**src/rtl/cai_pkg.sv**
```systemverilog
// ----------------------------------------------------------------------------
// cai_pkg: shared types for the checked 64-bit integer ALU
// Beat structs, operation and status codes, and the pipeline word.
// ----------------------------------------------------------------------------
package cai_pkg;

   localparam int unsigned DataWidth = 64;
   localparam int unsigned CellCount = DataWidth;
   localparam int unsigned Latency   = CellCount + 2;

   typedef enum logic [1:0] {
      OP_ADD = 2'd0,
      OP_SUB = 2'd1,
      OP_MUL = 2'd2,
      OP_DIV = 2'd3
   } op_type;

   typedef enum logic [1:0] {
      ST_OK       = 2'd0,
      ST_OVERFLOW = 2'd1,
      ST_DIV_ZERO = 2'd2
   } status_type;

   typedef struct packed {
      logic [1:0]                  op_code;
      logic signed [DataWidth-1:0] left_operand;
      logic signed [DataWidth-1:0] right_operand;
   } req_type;

   typedef struct packed {
      logic signed [DataWidth-1:0] result_value;
      logic [1:0]                  status;
   } rsp_type;

   typedef struct packed {
      logic                     valid;
      op_type                   op;
      logic                     neg;
      status_type               status;
      logic [DataWidth-1:0]     sum;
      logic [DataWidth-1:0]     ua;
      logic [DataWidth-1:0]     ub;
      logic [2*DataWidth-1:0]   acc;
   } stage_type;

endpackage

```
**src/rtl/cai_cell.sv**
```systemverilog
// ----------------------------------------------------------------------------
// cai_cell: one step of the multiply and divide chain
// Adds one partial product, or retires one quotient bit by restoring division.
// ----------------------------------------------------------------------------
module cai_cell
   import cai_pkg::*;
#(
   parameter int unsigned STEP = 0
)
(
   input  logic      clock,
   input  logic      reset,
   input  stage_type stage_in_p,
   output stage_type stage_out
);

   localparam int unsigned BitIndex = STEP % DataWidth;

   stage_type            stage_ff, stage_in;
   logic [2*DataWidth:0]   shifted;
   logic [DataWidth:0]     top, diff;
   logic [2*DataWidth-1:0] addend;

   always_comb begin
      stage_in = stage_in_p;
      addend   = {{DataWidth{1'b0}}, stage_in_p.ua} << BitIndex;
      shifted  = {stage_in_p.acc, 1'b0};
      top      = shifted[2*DataWidth:DataWidth];
      diff     = top - {1'b0, stage_in_p.ub};
      if (stage_in_p.op == OP_MUL) begin
         if (stage_in_p.ub[BitIndex]) begin
            stage_in.acc = stage_in_p.acc + addend;
         end
      end else if (stage_in_p.op == OP_DIV) begin
         if (top >= {1'b0, stage_in_p.ub}) begin
            stage_in.acc = {diff[DataWidth-1:0], shifted[DataWidth-1:1], 1'b1};
         end else begin
            stage_in.acc = shifted[2*DataWidth-1:0];
         end
      end
   end

   always_ff @(posedge clock) begin
      if (reset) begin
         stage_ff.valid <= 1'b0;
      end else begin
         stage_ff.valid <= stage_in.valid;
      end
      stage_ff.op     <= stage_in.op;
      stage_ff.neg    <= stage_in.neg;
      stage_ff.status <= stage_in.status;
      stage_ff.sum    <= stage_in.sum;
      stage_ff.ua     <= stage_in.ua;
      stage_ff.ub     <= stage_in.ub;
      stage_ff.acc    <= stage_in.acc;
   end

   assign stage_out = stage_ff;

endmodule

```
**config.mk**
```make
export PLATFORM = sky130hd
export DESIGN_NAME = cai_cell
export DESIGN_NICKNAME = d
export VERILOG_FILES = /design/src/rtl/cai_pkg.sv /design/src/rtl/cai_cell.sv
export SDC_FILE = /design/constraint.sdc
export NUM_CORES = 1
export LEC_CHECK = 0
export BUFFER_PORTS_ARGS = -buffer_cell sky130_fd_sc_hd__buf_2
export CORE_AREA = 4 4 252 254
export CTS_BUF_LIST = sky130_fd_sc_hd__clkbuf_16
export CTS_CLUSTER_SIZE = 25
export DETAILED_ROUTE_END_ITERATION = 7
export DIE_AREA = 0 0 256 258
export PLACE_DENSITY = 0.59
export SYNTH_ARGS = -nofsm -noshare
export SYNTH_HDL_FRONTEND = slang
export SYNTH_SLANG_ARGS = --single-unit
```
**constraint.sdc**
```tcl
create_clock -name clock -period 4.3 [get_ports clock]
set_input_delay 0.86 -clock clock [delete_from_list [all_inputs] [get_ports clock]]
set_output_delay 0.86 -clock clock [all_outputs]
set_load 0.02 [all_outputs]
```
==> reports/metrics.csv, run 1 <==
metric,value,unit
combinational share of power,30.6,%
PD cells,369.9,nW/µm²
DRT iter0 DRCs,1630,
Cells after Synth,2395,
crit path max fanout,5,
top-count cell post-synth,dfxtp_1,
standard-cell row count,91,
post-CTS resize count,0,
RD Place Congestion,0.9637,
CTS tree,yes,
post-DR vias/cell,5.409,
FF+latch area,6526,µm²
Max VDD drop,0.2640,mV
Leak,12.48,nW
Initial DRT Pass Iterations,6,
Syn Nets,2853,
crit-path max cell delay,0.56,ns
CTS Buf Count,40,
mapped cell area,19260,µm²
Finished Layout Cells,4048,
Int Pwr,6.340,mW
Die Area,66050,µm²
remaining antenna violation count,0,
yosys warns,0,
run status,"complete, no violations",
grt ovf,0,
root buffer cell,clkbuf_16,
fmax,0.2578,GHz
Slew Limit Headroom,41.07,%
hold path depth,1,
postcts setup bufs,0,
Tcrit/Tclk final,90.21,%
setup TNS,0,ns
Post-synth top cells,"dfxtp_1, a21oi_1, nor2_1",
nature of the critical path endpoint,flip-flop,
Final #Nets,3684,
area occupied by multi-input gates,11780,µm²
switching power,3.415,mW
Die W,256,µm
register area share after synthesis,33.88,%
WP data arrival,4.35,ns
vias in the first global route,21760,
I/O pin cnt,654,
HPWL Detailed,73.62,mm
Synth area leader,dfxtp_1,
CP Launch Type,input port,
Netlist cell types,93,
number of synthesized register bits,326,
clock share of power,35.2,%
endpoints failing setup,0,
filler cell count in the final layout,6348,
core area,61260,µm²
final wirelength,90.26,mm
Period minus WS final,3.879,ns
CTS Buffer Depth,3,
CTS Hold Bufs,0,
Max Slew Vio Count,0,
Most used DFF post-synth,dfxtp_1,
CP max-delay cell,or4_1,
worst slew pin tran,0.8747,ns
Synth async-reset ratio,0,%
post-synth top area share,33.88,%
Setup crit start,stage_in_p[10],
CP required,4.77,ns
initial antenna violation count,10,
Crit Path Class,in -> reg,
first-pass GRT wire length,133.5,mm
Largest register FFs,326,
share of layout cells above drive strength 1,30.90,%
clock-pin slew on the worst setup and hold paths,0.06,ns
RSZ-0062 raised after global routing,no,
CP cell instances,"buf_2, ha_1, nand4_1, o22ai_1, nor2_1, o22ai_2, o21ai_2, a211oi_4, o211ai_1, buf_4, or4_1, a21o_1, a221o_1",
Post-synth EDFFs,0,
IO Port Bufs,653,
Vias,21900,
final hold vios,0,
TritonCTS Sinks,326,
Initial Utilization,31.45,%
sequential power share,34.2,%
Net Sw Frac,35.00,%
Placed Cells,3974,
min-delay src,stage_in_p[289],
Area Overhead vs Synth,36.91,%
DRC,0,
largest cells by area after synthesis,"dfxtp_1, ha_1, a21oi_1",
All-Layer GR Usage,25.79,%
Die Y,258,µm
Max Cap Viol,0,
mean post-synth cell area,8.043,µm²
DR WL/cell,22.30,µm
HP Class,in -> reg,
H-tree Lvls,2,
largest net degree at the start of global routing,55,
worst max-delay path: cells and delay by family:
family          cells  cell delay, ns
compound gates      7            1.90
fa+ha+maj           1            0.37
buf+inv             2            0.31
simple gates        3            0.89
layer usage:
metal | vias to the layer above | GRT usage [%] | wire [µm]
met5 | - | 0 | 64
met4 | 12 | 8.563 | 3308
met3 | 185 | 5.560 | 6660
met2 | 938 | 45.81 | 44180
met1 | 10310 | 31.00 | 36040
li1 | 10460 | - | -
layout make-up:
cell class / count / area share [%]
multi-input combinational: 1819 / 44.66
sequential: 326 / 24.75
timing repair buffer: 908 / 19.98
clock buffer: 40 / 3.796
tap: 790 / 3.748
inverter: 131 / 1.865
clock inverter: 32 / 1.181
antenna: 2 / 0.01898
cell families after synthesis:
kind of cell    share of synthesized area, %
compound gates                         27.10
simple gates                           18.50
xor+xnor                               5.047
flops                                  33.88
buf+inv                                5.073
mux                                    1.877
fa+ha+maj                              8.522
per-stage QoR:
stage	power (mW)	cell area, µm²	utilization, %	setup WS, ns	hold slack [ns]
global placement	6.355	25050	40.90	-0.08135	0.9618
floorplan	5.055	19260	-	0.4318	0.8877
finish	9.755	26370	43.05	0.4208	0.3551
CTS	9.814	26370	43.04	0.5197	0.3291
detailed placement	6.348	25050	40.90	-0.07636	0.9636
global route	10.22	26370	43.05	0.1677	0.3285
cell usage in the layout (no fill, tap or decap), drive strengths merged, types with 64 or more instances in the layout:
cell / count
buf: 908
dfxtp: 326
a21oi: 266
nor2: 220
nand2: 197
inv: 142
ha: 128
o21ai: 125
nand4: 73
a21o: 71
o22ai: 66
xnor2: 64
path summary, 6_finish.rpt:
path / endpoint
max: stage_out[99]
min: stage_out[289]
power by group through the flow:
| stage | Combinational, mW | Sequential (mW) | Clock, mW |
|---|---|---|---|
| 6_report | 2.99 | 3.33 | 3.43 |
| 5_1_grt | 3.23 | 3.35 | 3.64 |
| 4_1_cts | 2.97 | 3.33 | 3.51 |
| 3_5_place_dp | 2.96 | 3.39 | 0 |
| 3_3_place_gp | 2.96 | 3.39 | 0 |
| 2_1_floorplan | 1.38 | 3.68 | 0 |
Power figures use the tool's default switching activity.
==> run 2, diff against run 1 <==
CORE_AREA = 4 4 254 256   (was 4 4 252 254)
DIE_AREA = 0 0 258 260   (was 0 0 256 258)
PLACE_DENSITY = 0.61   (was 0.59)
clock period = 3.2 ns   (was 4.3 ns; I/O delays follow)
==> run 2 against run 1 <==
Compared with the run above: the flow now finishes with violations (negative setup slack); sequential power is 34% higher; flip-flop and latch count stayed put; die area is 1.6% higher; first-iteration DRC count is 14% higher; critical path type unchanged; highest routed layer unchanged.
==> reports/metrics.csv, run 2 (synthesis results as in run 1) <==
metric,value,unit,change
run status,finished with violations,,"was complete, no violations"
failing checks,negative setup slack,,
"most common cell after layout, fill and taps aside",buf_4,,was buf_2
grt ovf,0,,unchanged
Max Cap Viol,0,,unchanged
hold path depth,1,,unchanged
Setup WS post-layout,-0.07659,ns,was 0.4208 ns
root buffer cell,clkbuf_16,,unchanged
clock-pin slew on the worst setup and hold paths,0.06,ns,about the same
PD cells,449.3,nW/µm²,was 369.9 nW/µm²
final hold vios,0,,unchanged
TritonCTS Sinks,326,,unchanged
HPWL Detailed,78.82,mm,was 73.62 mm
Max Slew Vio Count,0,,unchanged
Max VDD drop,0.3742,mV,was 0.2640 mV
Final #Nets,4152,,was 3684
top cell family by delay on the critical path,compound AO/OA/AOI/OAI gates,,unchanged
H-tree Lvls,2,,unchanged
min-delay src,stage_in_p[296],,was stage_in_p[289]
Area Overhead vs Synth,63.72,%,was 36.91%
Die Y,260,µm,was 258 µm
Hold Path End,stage_out[296],,was stage_out[289]
Largest register FFs,326,,unchanged
DRC,0,,unchanged
Die W,258,µm,was 256 µm
CTS Buffer Depth,3,,unchanged
core area,62500,µm²,was 61260 µm²
Crit Path Class,in -> reg,,unchanged
Slew Limit Headroom,47.48,%,was 41.07%
CP Launch Type,input port,,unchanged
first-pass GRT wire length,140.6,mm,was 133.5 mm
Leak,15.10,nW,was 12.48 nW
clock share of power,33.7,%,was 35.2%
post-DR vias/cell,5.212,,was 5.409
Int Pwr,9.362,mW,was 6.340 mW
HP Class,in -> reg,,unchanged
CP cell instances,"buf_8, ha_4, fa_2, a211o_4, a211oi_4, nor3_4, o221a_4, a31o_4, nor3b_4, o211ai_4, buf_6, a2111oi_4, a21o_1, a221o_1",,"was buf_2, ha_1, nand4_1, o22ai_1, nor2_1, o22ai_2, o21ai_2, a211oi_4, o211ai_1, buf_4, or4_1, a21o_1, a221o_1"
initial antenna violation count,10,,unchanged
crit path max fanout,7,,was 5
largest net degree at the start of global routing,50,,was 55
CTS Buf Count,40,,unchanged
fmax,0.3052,GHz,
combinational share of power,34.8,%,was 30.6%
Final Total Pwr,14.17,mW,was 9.755 mW
CTS tree,yes,,unchanged
CP required,3.67,ns,was 4.77 ns
remaining antenna violation count,0,,unchanged
standard-cell row count,92,,was 91
IO Port Bufs,653,,unchanged
Placed Cells,4468,,was 3974
final wirelength,96.86,mm,was 90.26 mm
switching power,4.808,mW,was 3.415 mW
setup TNS,-0.6418,ns,was 0 ns
Die Area,67080,µm²,was 66050 µm²
Period minus WS final,3.277,ns,
crit-path max cell delay,0.42,ns,was 0.56 ns
RD Place Congestion,0.9833,,was 0.9637
placed cell area,28880,µm²,was 25050 µm²
endpoints failing setup,16,,was 0
final instance area,31540,µm²,was 26370 µm²
Initial Utilization,30.82,%,was 31.45%
Vias,23850,,was 21900
most frequent cells in the layout,"buf_4, buf_2, dfxtp_1",,"was buf_2, dfxtp_1, a21oi_1"
Initial DRT Pass Iterations,5,,was 6
I/O pin cnt,654,,unchanged
Net Sw Frac,33.93,%,was 35.00%
WP data arrival,3.74,ns,was 4.35 ns
sequential power share,31.6,%,was 34.2%
All-Layer GR Usage,26.90,%,was 25.79%
RSZ-0062 raised after global routing,yes,,was no
vias in the first global route,23410,,was 21760
CP Buf/Inv Count,2,,unchanged
nature of the critical path endpoint,flip-flop,,unchanged
share of layout cells above drive strength 1,43.61,%,was 30.90%
DR WL/cell,21.17,µm,was 22.30 µm
DRT iter0 DRCs,1858,,was 1630
Tcrit/Tclk final,102.4,%,
WP depth,14,,was 13
CP max-delay cell,fa_2,,was or4_1
Finished Layout Cells,4575,,was 4048
worst slew pin tran,0.7870,ns,was 0.8747 ns
-- run 2: cell types whose count changed in the layout (fill, tap and decap cells not counted), moves of 7 or more --
| cell | previous run | this run |
|---|---|---|
| a21oi_2 | 1 | 17 |
| o21ai_0 | 119 | 99 |
| nor3_2 | 1 | 8 |
| o21ai_1 | 4 | 19 |
| ha_1 | 128 | 95 |
| buf_4 | 248 | 695 |
| buf_6 | 0 | 26 |
| nor4_4 | 0 | 7 |
| buf_2 | 653 | 636 |
| a21oi_1 | 263 | 245 |
| nor2_1 | 217 | 210 |
| ha_4 | 0 | 32 |
| nor3_1 | 42 | 33 |
-- run 2: cell type report --
cell class | count | area [µm²]
diodes | 3 | 7.507
clock buffers | 40 | 1001
clock inverters | 34 | 351.6
fillers | 6128 | 30970
inverters | 131 | 516.7
multi-input cells | 1819 | 13020
flip-flops and latches | 326 | 6526
well taps | 846 | 1059
repair buffers | 1376 | 9051
-- run 2: worst max-delay path by stage --
| stage | startpoint | end |
|---|---|---|
| floorplan | stage_in_p[0] | stage_out[118] |
| global placement | stage_in_p[130] | stage_out[0] |
| detailed placement | stage_in_p[8] | stage_out[123] |
| CTS | stage_in_p[0] | stage_out[114] |
| global route | stage_in_p[0] | stage_out[108] |
| finish | stage_in_p[0] | stage_out[86] |
-- run 2: what timing repair did --
action / in CTS / in global routing
cloned: 0 / 2
hold buffers: 0 / 0
pin swaps: 16 / 72
buffers inserted: 8 / 24
setup endpoints to repair: 64 / 79
resized for setup: 34 / 179
-- run 2: per-layer routing --
metal	part of all wire, %	wire, µm	up-vias	track usage (%)
li1	-	-	11410	-
met1	40	38970	11260	33.13
met2	49	47350	970	47.51
met3	7.4	7135	197	5.035
met4	3.4	3322	12	8.515
met5	0.082	79	-	0
-- run 2: through the flow --
stage | setup slack (ns) | util (%) | hold slack (ns)
final | -0.07659 | 50.45 | 0.1666
after global routing | -0.1748 | 50.45 | 0.1344
after CTS | -0.0008602 | 48.82 | 0.1280
after detailed placement | -0.9374 | 46.20 | 0.7436
after global placement | -0.8859 | 46.20 | 0.7419
after floorplan | -0.1942 | - | 0.6677
-- run 2: power by group through the flow --
stage	sequential, mW	clock, mW	combinational (mW)
finish	4.47	4.77	4.93
global route	4.50	5.06	5.28
CTS	4.47	4.89	4.70
detailed placement	4.56	0	4.63
global placement	4.56	0	4.61
floorplan	4.94	0	1.93
