File: src/rtl/cai_pkg.sv
// ----------------------------------------------------------------------------
// cai_pkg: shared types for the checked 64-bit integer ALU
// Beat structs, operation and status codes, and the pipeline word.
// ----------------------------------------------------------------------------
package cai_pkg;

   localparam int unsigned DataWidth = 64;
   localparam int unsigned CellCount = DataWidth;
   localparam int unsigned Latency   = CellCount + 2;

   typedef enum logic [1:0] {
      OP_ADD = 2'd0,
      OP_SUB = 2'd1,
      OP_MUL = 2'd2,
      OP_DIV = 2'd3
   } op_type;

   typedef enum logic [1:0] {
      ST_OK       = 2'd0,
      ST_OVERFLOW = 2'd1,
      ST_DIV_ZERO = 2'd2
   } status_type;

   typedef struct packed {
      logic [1:0]                  op_code;
      logic signed [DataWidth-1:0] left_operand;
      logic signed [DataWidth-1:0] right_operand;
   } req_type;

   typedef struct packed {
      logic signed [DataWidth-1:0] result_value;
      logic [1:0]                  status;
   } rsp_type;

   typedef struct packed {
      logic                     valid;
      op_type                   op;
      logic                     neg;
      status_type               status;
      logic [DataWidth-1:0]     sum;
      logic [DataWidth-1:0]     ua;
      logic [DataWidth-1:0]     ub;
      logic [2*DataWidth-1:0]   acc;
   } stage_type;

endpackage

File: src/rtl/cai_finish.sv
// ----------------------------------------------------------------------------
// cai_finish: result stage
// Applies signs, multiply overflow and floor correction, and zeroes errors.
// ----------------------------------------------------------------------------
module cai_finish
   import cai_pkg::*;
(
   input  logic      clock,
   input  logic      reset,
   input  stage_type stage_in_p,
   output logic      rsp_valid,
   output rsp_type   rsp
);

   logic                 valid_ff;
   rsp_type              rsp_ff, rsp_in;
   logic [DataWidth-1:0] hi, lo, value;
   status_type           status;
   logic [DataWidth-1:0] sign_bit;

   always_comb begin
      sign_bit = {1'b1, {(DataWidth-1){1'b0}}};
      hi       = stage_in_p.acc[2*DataWidth-1:DataWidth];
      lo       = stage_in_p.acc[DataWidth-1:0];
      status   = stage_in_p.status;
      value    = stage_in_p.sum;
      if (stage_in_p.op == OP_MUL) begin
         if (hi != '0 || lo > sign_bit || (!stage_in_p.neg && lo == sign_bit)) begin
            status = ST_OVERFLOW;
         end
         value = stage_in_p.neg ? (~lo + 1'b1) : lo;
      end else if (stage_in_p.op == OP_DIV) begin
         if (!stage_in_p.neg) begin
            value = lo;
         end else if (hi != '0) begin
            value = ~lo;
         end else begin
            value = ~lo + 1'b1;
         end
      end
      rsp_in.status       = status;
      rsp_in.result_value = (status == ST_OK) ? value : '0;
   end

   always_ff @(posedge clock) begin
      if (reset) begin
         valid_ff <= 1'b0;
      end else begin
         valid_ff <= stage_in_p.valid;
      end
      rsp_ff <= rsp_in;
   end

   assign rsp_valid = valid_ff;
   assign rsp       = rsp_ff;

endmodule

File: config.mk
export PLATFORM = sky130hd
export DESIGN_NAME = cai_finish
export DESIGN_NICKNAME = d
export VERILOG_FILES = /design/src/rtl/cai_pkg.sv /design/src/rtl/cai_finish.sv
export SDC_FILE = /design/constraint.sdc
export NUM_CORES = 1
export LEC_CHECK = 0
export ABC_AREA = 1
export BUFFER_PORTS_ARGS = -buffer_cell sky130_fd_sc_hd__buf_2
export CORE_AREA = 2 2 154 156
export DETAILED_ROUTE_END_ITERATION = 7
export DIE_AREA = 0 0 156 158
export GPL_TIMING_DRIVEN = 0
export PLACE_DENSITY_LB_ADDON = 0.08
export SLEW_MARGIN = 10
export SYNTH_ARGS = -nofsm -noshare
export SYNTH_HDL_FRONTEND = slang
export SYNTH_SLANG_ARGS = --single-unit
File: constraint.sdc
create_clock -name clock -period 2.2 [get_ports clock]
set_clock_uncertainty 0.15 [all_clocks]
set_input_delay 0.33 -clock clock [delete_from_list [all_inputs] [get_ports clock]]
set_output_delay 0.33 -clock clock [all_outputs]
set_load 0.005 [all_outputs]
==> results.ini, run 1 <==
[synth]
yosys-top-cells-area=dfxtp_1, nand2_1, nor2_1
synth-seq-cells=67
synth.most_common_cell=nand2_1
synth_cell_type_count=33
synth_warnings=0
syn_area_um2=6110
synth_common_cells=nand2_1, nor2_1, inv_1
syn-num-nets=1443
synth_edf_count=0
syn_avg_cell_area_um2=5.49
synthFlopType=dfxtp_1
yosys.area.top_type_share_pct=21.9
syn_inst=1114
synthArstFlopShare_pct=0
yosysTopAreaCell=dfxtp_1
synth.yosys.seq_area_share_pct=21.9

[critical_path]
crit_family=buffers and inverters
required_ns=2.34
crit_arrival_ns=2.28
path_depth=8
worstSetupStartpointType=input pin
critical_path_buf_inv_count=3
crit_chain=buf_2 > inv_1 > nor2_1 > clkbuf_1 > o21ai_0 > nand2_1 > nand3_1 > a21oi_2
worstSetupEndpointType=flip-flop
slowest_delay_ns=0.62
cp_max_fo=10
worstSetupPathType=input pin to flip-flop
cp_slowest_cell=clkbuf_1

[sta]
drv_slew=0
setup_violations=0
hold_viol=0
worst_hold_slack_ns=0.0303
maxSlewHeadroom_pct=43.8
setup_ws_ns=0.0593
fin_crit_sh_pct=97.3
worst_slew_pin_slew_ns=0.844
fin_tns_setup_ns=0
max_clock_freq_mhz=467
min_period_ns=2.14

[drt]
ant_nets=0
viasPerCell=4.89
dr.pass1.iters=5
drcViolationCount=0
wirelength_um=31800
wl_per_cell_um=18.7
vias=8310
drtIter0Drc=569

[cts]
clkTransAtPathRegs_ns=0.07
cts_tree=yes
h-tree-depth=3
cts_num_sinks=67
cts_buffers=9
root_buffer=clkbuf_16
clock_path_buffers=2

[global_routing]
grt_pass1_vias=7809
grt_use_total_pct=25.6
grt-ovfl-total=0
grt_pass1_wl_um=46400
antenna_found_initial=7
grt_start_max_net_pins=14

[floorplan]
dieArea_um2=24600
die_height_um=158
die_w_um=156
io-pin-count=395
core_area_um2=23100
row_count=56
start_util_pct=26.5

[placed_design]
place_ws_ns=-0.748
io_buffers=264
hpwl_um=25400
gp_congestion=0.942

[power_and_ir_drop]
p_leak_uw=0.00414
peakVddDrop_uv=284
power.density_nw_per_um2=481

[finish]
nFillCells=2684
num-nets-final=1731
regArea_um2=1340
drive_gt1_share_pct=29.2
area_delta_synth_final_pct=37.9
multi_input_area_um2=4180

[min_path]
hold_class=input pin to flip-flop
hold_depth=3
min_from=stage_in_p[325]
hold-path-endpoint=rsp_valid$_SDFF_PP0_

[status]
status=finished, final reports clean

[run]
max_cap_violations=0

[routing by layer]
metal	global-route usage, %	share of wire, %	vias up
met1	33.4	45	3722
met4	7.51	2.1	10
li1	-	-	4143
met5	0	0.18	-
met2	42.2	45	384
met3	5.86	8.6	51
[worst min-delay path, stage by stage]
cell and delay [ns]:
buf_2 0.07, inv_1 0.03, nor2_1 0.07
[repair_timing]
item                       CTS  global route
hold endpoints to repair     1             0
hold buffers                 1             0
setup endpoints to repair   64            64
buffers inserted             1            10
resized for setup           20            42
gates cloned                 0             1
pin swaps                    0             4
[flip-flops by register name (all words and copies together) (netlist names)]
register	count
rsp_valid	1
rsp	66
[through the flow]
stage / total power (uW) / utilization, % / cell area, um2 / instances
2_1_floorplan: 1830 / - / 6110 / 1114
3_3_place_gp: 2330 / 33.8 / 7800 / 1668
3_5_place_dp: 2330 / 33.8 / 7800 / 1668
4_1_cts: 4060 / 35.6 / 8200 / 1686
5_1_grt: 4240 / 36.6 / 8430 / 1698
6_report: 4050 / 36.6 / 8430 / 1699
[worst max path at each step]
stage / startpoint / endpoint / slack (ns)
6_report: stage_in_p[324] / rsp[23]$_SDFF_PP0_ / 0.06
5_1_grt: stage_in_p[0] / rsp[62]$_SDFF_PP0_ / -0.006
4_1_cts: stage_in_p[64] / rsp[31]$_SDFF_PP0_ / 0.007
3_3_place_gp: stage_in_p[64] / rsp[42]$_SDFF_PP0_ / -0.77
2_1_floorplan: stage_in_p[0] / rsp[58]$_SDFF_PP0_ / 0.26
3_5_place_dp: stage_in_p[64] / rsp[42]$_SDFF_PP0_ / -0.75
[cell type report]
cell class / instances / share of cell area (%)
Clock inverter: 6 / 1.13
Timing Repair Buffer: 277 / 17.2
Buffer: 44 / 3.22
Sequential cell: 67 / 15.9
Clock buffer: 10 / 2.84
Multi-Input combinational cell: 877 / 49.6
Tap cell: 290 / 4.30
Antenna cell: 2 / 0.0594
Inverter: 126 / 5.70
[cells by family (layout without fill, tap and decap cells)]
| family | count (synthesis) | in the layout | share of synthesized area, % |
|---|---|---|---|
| AO/OA/AOI/OAI | 171 | 171 | 17.6 |
| buffers and inverters | 170 | 463 | 11.3 |
| other | 0 | 2 | 0 |
| adder cells (fa/ha/maj) | 1 | 1 | 0.205 |
| flip-flops | 67 | 67 | 21.9 |
| XOR/XNOR | 3 | 3 | 0.430 |
| AND/OR/NAND/NOR | 702 | 702 | 48.5 |
[power by group]
group | switching (uW) | internal [uW]
Combinational | 680 | 393
Sequential | 11.1 | 1260
Clock | 665 | 1040
[placed cells by master, fill, tap and decap left out, types with 4 or more instances in the layout]
cell type / instances
nor2_4: 9
a21oi_1: 32
nand4_1: 33
nor3_1: 7
nand2_1: 349
clkbuf_16: 10
buf_2: 268
nand3_1: 102
dfxtp_1: 67
nor2_1: 168
clkbuf_1: 15
nand3b_1: 6
o21ai_0: 75
a21oi_2: 55
buf_4: 14
inv_1: 123
clkbuf_2: 11
nand3_2: 4
nor2_2: 11
No activity file was read; power rests on OpenSTA's default activity.
==> inputs of run 2 (changes only) <==
==> constraint.sdc (replaced) <==
create_clock -name clock -period 2.3 [get_ports clock]
set_clock_uncertainty 0.15 [all_clocks]
set_input_delay 0.345 -clock clock [delete_from_list [all_inputs] [get_ports clock]]
set_output_delay 0.345 -clock clock [all_outputs]
set_load 0.005 [all_outputs]
==> run 2 against run 1 <==
- design area fell by 1.9%
- worst hold slack better by 0.014 ns
- total power down 4.9%
- sequential share of layout area rose by 0.31 points
- via count shrank 1.1%
- global-route usage decreased by 0.058 points
- final cell count down 0.53%
- sequential cell count is the same
- critical path type unchanged
- setup slack improved by 0.044 ns
==> results.ini, run 2 (synthesis gave the netlist of run 1 again) <==
[finish]
num-nets-final=1722  ; was 1731
area_delta_synth_final_pct=35.3  ; was 37.9%
largest_register_ffs=66  ; unchanged
final_common_cell=nand2_1  ; unchanged
drive_gt1_share_pct=28.3  ; was 29.2%
final_cell_mix=nand2_1, buf_2, nor2_1, inv_1, nand3_1  ; unchanged

[cts]
cts_buffers=9  ; unchanged
h-tree-depth=3  ; unchanged
clock_path_buffers=2  ; unchanged
clkTransAtPathRegs_ns=0.07  ; about the same
cts_num_sinks=67  ; unchanged
cts_tree=yes  ; unchanged
root_buffer=clkbuf_16  ; unchanged

[power_and_ir_drop]
power.density_nw_per_um2=466  ; was 481 nW/um2
peakVddDrop_uv=274  ; was 284 uV
power_uw=3850  ; was 4050 uW
p_leak_uw=0.00406  ; was 0.00414 uW

[global_routing]
grt_pass1_vias=7789  ; was 7809
use_met2_pct=41.9  ; was 42.2%
grt_start_max_net_pins=14  ; unchanged
grt_util_met1_pct=33.6  ; was 33.4%
met3_usage_pct=5.56  ; was 5.86%
antenna_found_initial=7  ; unchanged
grt-ovfl-total=0  ; unchanged
grt-busiest-layer=met2  ; unchanged
grt_use_total_pct=25.5  ; was 25.6%
grt_pass1_wl_um=46300  ; was 46400 um

[sta]
setup_violations=0  ; unchanged
grt_setup_unrepaired=true
max_clock_freq_mhz=455
worst_hold_slack_ns=0.0439  ; was 0.0303 ns
drv_slew=0  ; unchanged
min_period_ns=2.20
maxSlewHeadroom_pct=42.7  ; was 43.8%
worst_slew_pin_slew_ns=0.860  ; was 0.844 ns
hold_viol=0  ; unchanged
fin_crit_sh_pct=95.5

[floorplan]
start_util_pct=26.5  ; unchanged
core_area_um2=23100  ; unchanged
dieArea_um2=24600  ; unchanged
die_height_um=158  ; unchanged
die_w_um=156  ; unchanged
row_count=56  ; unchanged
io-pin-count=395  ; unchanged

[placed_design]
gp_congestion=0.942  ; unchanged
io_buffers=264  ; unchanged
hpwl_um=25400  ; unchanged

[critical_path]
crit_arrival_ns=2.34  ; was 2.28 ns
cp_slowest_cell=buf_2  ; was clkbuf_1
cp_max_fo=11  ; was 10
cpMostUsedCell=nor2_1
crit_family=simple AND/OR/NAND/NOR gates  ; was buffers and inverters
slowest_delay_ns=0.31  ; was 0.62 ns
critical_path_buf_inv_count=2  ; was 3
required_ns=2.44  ; was 2.34 ns
worstSetupEndpointType=flip-flop  ; unchanged
worstSetupPathType=input pin to flip-flop  ; unchanged
worstSetupStartpointType=input pin  ; unchanged
crit_chain=buf_2 > nor2_1 > nand2_1 > nor2_1 > nand2_1 > nor2_1 > nand2_4 > nand2_4 > buf_2 > o21ai_0 > nand3b_1 > a21oi_2  ; was buf_2 > inv_1 > nor2_1 > clkbuf_1 > o21ai_0 > nand2_1 > nand3_1 > a21oi_2

[drt]
wirelength_um=31800  ; about the same
viasPerCell=4.86  ; was 4.89
drcViolationCount=0  ; unchanged
drtIter0Drc=621  ; was 569
dr.pass1.iters=6  ; was 5
ant_nets=0  ; unchanged
wl_per_cell_um=18.8  ; was 18.7 um
vias=8215  ; was 8310

[min_path]
hold_class=input pin to flip-flop  ; unchanged

[run]
max_cap_violations=0  ; unchanged

[status]
status=finished, final reports clean  ; unchanged

-- run 2: stage by stage --
stage / util [%] / setup TNS [ns] / area, um2 / setup slack, ns / cells
after floorplan: - / 0 / 6110 / 0.349 / 1114
after global placement: 33.8 / -27.15 / 7800 / -0.680 / 1668
after detailed placement: 33.8 / -26.49 / 7800 / -0.663 / 1668
after CTS: 35.4 / -0.353 / 8150 / -0.0767 / 1685
after global routing: 35.9 / -0.0207 / 8270 / -0.0197 / 1689
final: 35.9 / 0 / 8270 / 0.103 / 1690
-- run 2: report_power, final --
part | internal [uW] | total (uW) | leakage, uW | switching, uW
Clock | 994 | 1630 | 0.000164 | 636
Sequential | 1210 | 1220 | 0.000547 | 10.6
Combinational | 358 | 1000 | 0.00335 | 644
-- run 2: worst paths after layout --
path / start / end / slack [ns] / cells after the start
min: stage_in_p[325] / rsp_valid$_SDFF_PP0_ / 0.04 / 3
max: stage_in_p[64] / rsp[25]$_SDFF_PP0_ / 0.10 / 12
-- run 2: routing by layer --
| metal | wire, um | share of wire (%) |
|---|---|---|
| met2 | 14100 | 44 |
| met1 | 14100 | 44 |
| met4 | 630 | 2.0 |
| met5 | 56 | 0.18 |
| met3 | 2880 | 9.0 |
-- run 2: what timing repair did --
item | 4_1_cts | 5_1_grt
resized for setup | 6 | 36
setup buffers | 0 | 2
hold endpoints to repair | 1 | 0
cloned | 0 | 1
hold buffers | 1 | 0
endpoints found under the setup margin | 41 | 62
pin swaps | 0 | 1
-- run 2: area by class of cell --
cell class,count,area (um2)
diodes,2,5.00
plain buffers,44,243
clock buffers,10,239
clock inverters,6,95.1
fillers,2693,14800
inverters,126,480
multi-input cells,878,4160
flip-flops and latches,67,1340
well taps,290,363
repair buffers,267,1350
-- run 2: worst min-delay path, stage by stage --
cell	delay (ns)
buf_2	0.07
inv_1	0.03
nor2_1	0.07
==> inputs of run 3 (changes only) <==
==> constraint.sdc (replaced) <==
create_clock -name clock -period 2.05 [get_ports clock]
set_clock_uncertainty 0.15 [all_clocks]
set_input_delay 0.3075 -clock clock [delete_from_list [all_inputs] [get_ports clock]]
set_output_delay 0.3075 -clock clock [all_outputs]
set_load 0.005 [all_outputs]
==> run 3 against run 2 <==
- final cell count up 1.2%
- non-clock buffer count up 20
- setup slack worse by 0.021 ns
- critical endpoint is now rsp[29]$_SDFF_PP0_
- clock power up 12%
- largest power group unchanged
- worst hold slack better by 0.0090 ns
- critical path depth down 3
==> results.ini, run 3 (synthesis gave the netlist of run 1 again) <==
[status]
status=finished, final reports clean  ; unchanged

[cts]
cts_num_sinks=67  ; unchanged
h-tree-depth=3  ; unchanged
clock_path_buffers=2  ; unchanged
clkTransAtPathRegs_ns=0.07  ; about the same
cts_buffers=9  ; unchanged
root_buffer=clkbuf_16  ; unchanged
cts_tree=yes  ; unchanged

[global_routing]
grt_pass1_vias=7849  ; was 7789
grt_pass1_wl_um=46600  ; was 46300 um
antenna_found_initial=7  ; unchanged
grt-ovfl-total=0  ; unchanged
grt_use_total_pct=25.7  ; was 25.5%
grt_start_max_net_pins=17  ; was 14

[floorplan]
row_count=56  ; unchanged
start_util_pct=26.5  ; unchanged
dieArea_um2=24600  ; unchanged
die_w_um=156  ; unchanged
core_area_um2=23100  ; unchanged
die_height_um=158  ; unchanged
io-pin-count=395  ; unchanged

[power_and_ir_drop]
peakVddDrop_uv=294  ; was 274 uV
power_uw=4390  ; was 3850 uW
p_leak_uw=0.00421  ; was 0.00406 uW
power.density_nw_per_um2=506  ; was 466 nW/um2

[sta]
drv_slew=0  ; unchanged
maxSlewHeadroom_pct=44.2  ; was 42.7%
hold_viol=0  ; unchanged
worst_slew_pin_slew_ns=0.837  ; was 0.860 ns
grt_setup_unrepaired=true  ; unchanged
fin_tns_setup_ns=0  ; unchanged
min_period_ns=1.97
fin_crit_sh_pct=96.0
max_clock_freq_mhz=508
setup_violations=0  ; unchanged

[finish]
num-nets-final=1742  ; was 1722
finalCoreUtilization_pct=37.6  ; was 35.9%
area_delta_synth_final_pct=41.9  ; was 35.3%
final_cells=1710  ; was 1690
final_common_cell=nand2_1  ; unchanged
largest_register_ffs=66  ; unchanged
drive_gt1_share_pct=32.2  ; was 28.3%
final_cell_mix=nand2_1, buf_2, nor2_1, inv_1, nand3_1  ; unchanged
nFillCells=2680  ; was 2693

[placed_design]
hpwl_um=25400  ; unchanged
gp_congestion=0.942  ; unchanged
io_buffers=264  ; unchanged
dp.cells=1668  ; unchanged

[drt]
wl_per_cell_um=18.8  ; about the same
wirelength_um=32200  ; was 31800 um
dr.pass1.iters=5  ; was 6
drcViolationCount=0  ; unchanged
ant_nets=0  ; unchanged
drtIter0Drc=589  ; was 621
viasPerCell=4.87  ; was 4.86
vias=8329  ; was 8215

[critical_path]
crit_arrival_ns=2.11  ; was 2.34 ns
worstSetupStartpointType=input pin  ; unchanged
required_ns=2.19  ; was 2.44 ns
cp_max_fo=10  ; was 11
worstSetupEndpointType=flip-flop  ; unchanged
worstSetupPathType=input pin to flip-flop  ; unchanged

[run]
max_cap_violations=0  ; unchanged

[min_path]
hold_class=input pin to flip-flop  ; unchanged

-- run 3: metal layers --
| layer | vias up | GRT usage [%] | part of all wire, % |
|---|---|---|---|
| li1 | 4164 | - | - |
| met1 | 3745 | 33.3 | 44 |
| met2 | 353 | 42.1 | 44 |
| met3 | 57 | 6.24 | 8.8 |
| met4 | 10 | 8.17 | 2.5 |
| met5 | - | 0 | 0.17 |
-- run 3: where the power goes --
part / switching [uW] / internal, uW
logic: 749 / 442
clock network: 713 / 1120
registers: 11.9 / 1360
-- run 3: path summary, 6_finish.rpt --
path,startpoint,to,slack [ns],cells after the start
min,stage_in_p[295],rsp[41]$_SDFF_PP0_,0.05,3
max,stage_in_p[324],rsp[29]$_SDFF_PP0_,0.08,9
-- run 3: per-stage QoR --
| stage | hold slack [ns] | instance area [um2] | worst slack, ns |
|---|---|---|---|
| 5_1_grt | 0.0532 | 8670 | -0.0213 |
| 3_3_place_gp | 0.316 | 7800 | -0.893 |
| 6_report | 0.0529 | 8680 | 0.0827 |
| 3_5_place_dp | 0.320 | 7800 | -0.875 |
| 4_1_cts | 0.0431 | 8380 | -0.0347 |
| 2_1_floorplan | 0.229 | 6110 | 0.136 |
-- run 3: cell type report --
| cell class | count | area (um2) | area share [%] |
|---|---|---|---|
| Clock inverter | 6 | 95.1 | 1.10 |
| Tap cell | 290 | 363 | 4.18 |
| Buffer | 43 | 273 | 3.14 |
| Antenna cell | 2 | 5.00 | 0.0577 |
| Timing Repair Buffer | 288 | 1570 | 18.1 |
| Inverter | 126 | 484 | 5.58 |
| Sequential cell | 67 | 1340 | 15.5 |
| Multi-Input combinational cell | 878 | 4310 | 49.6 |
| Clock buffer | 10 | 239 | 2.75 |
-- run 3: critical path: stages --
cell and delay, ns:
buf_2 0.26, nand2_2 0.15, inv_1 0.15, buf_2 0.26, nand3_1 0.13, clkbuf_2 0.32
o21ai_0 0.24, inv_1 0.11, a21oi_4 0.17
-- run 3: timing repair --
item                                    CTS  global route
pin swaps                                 3            12
endpoints found under the hold margin     1             0
hold buffers                              2             0
setup buffers                             7            13
gates resized for setup                  46            64
cloned                                    2             1
endpoints found under the setup margin   64            64
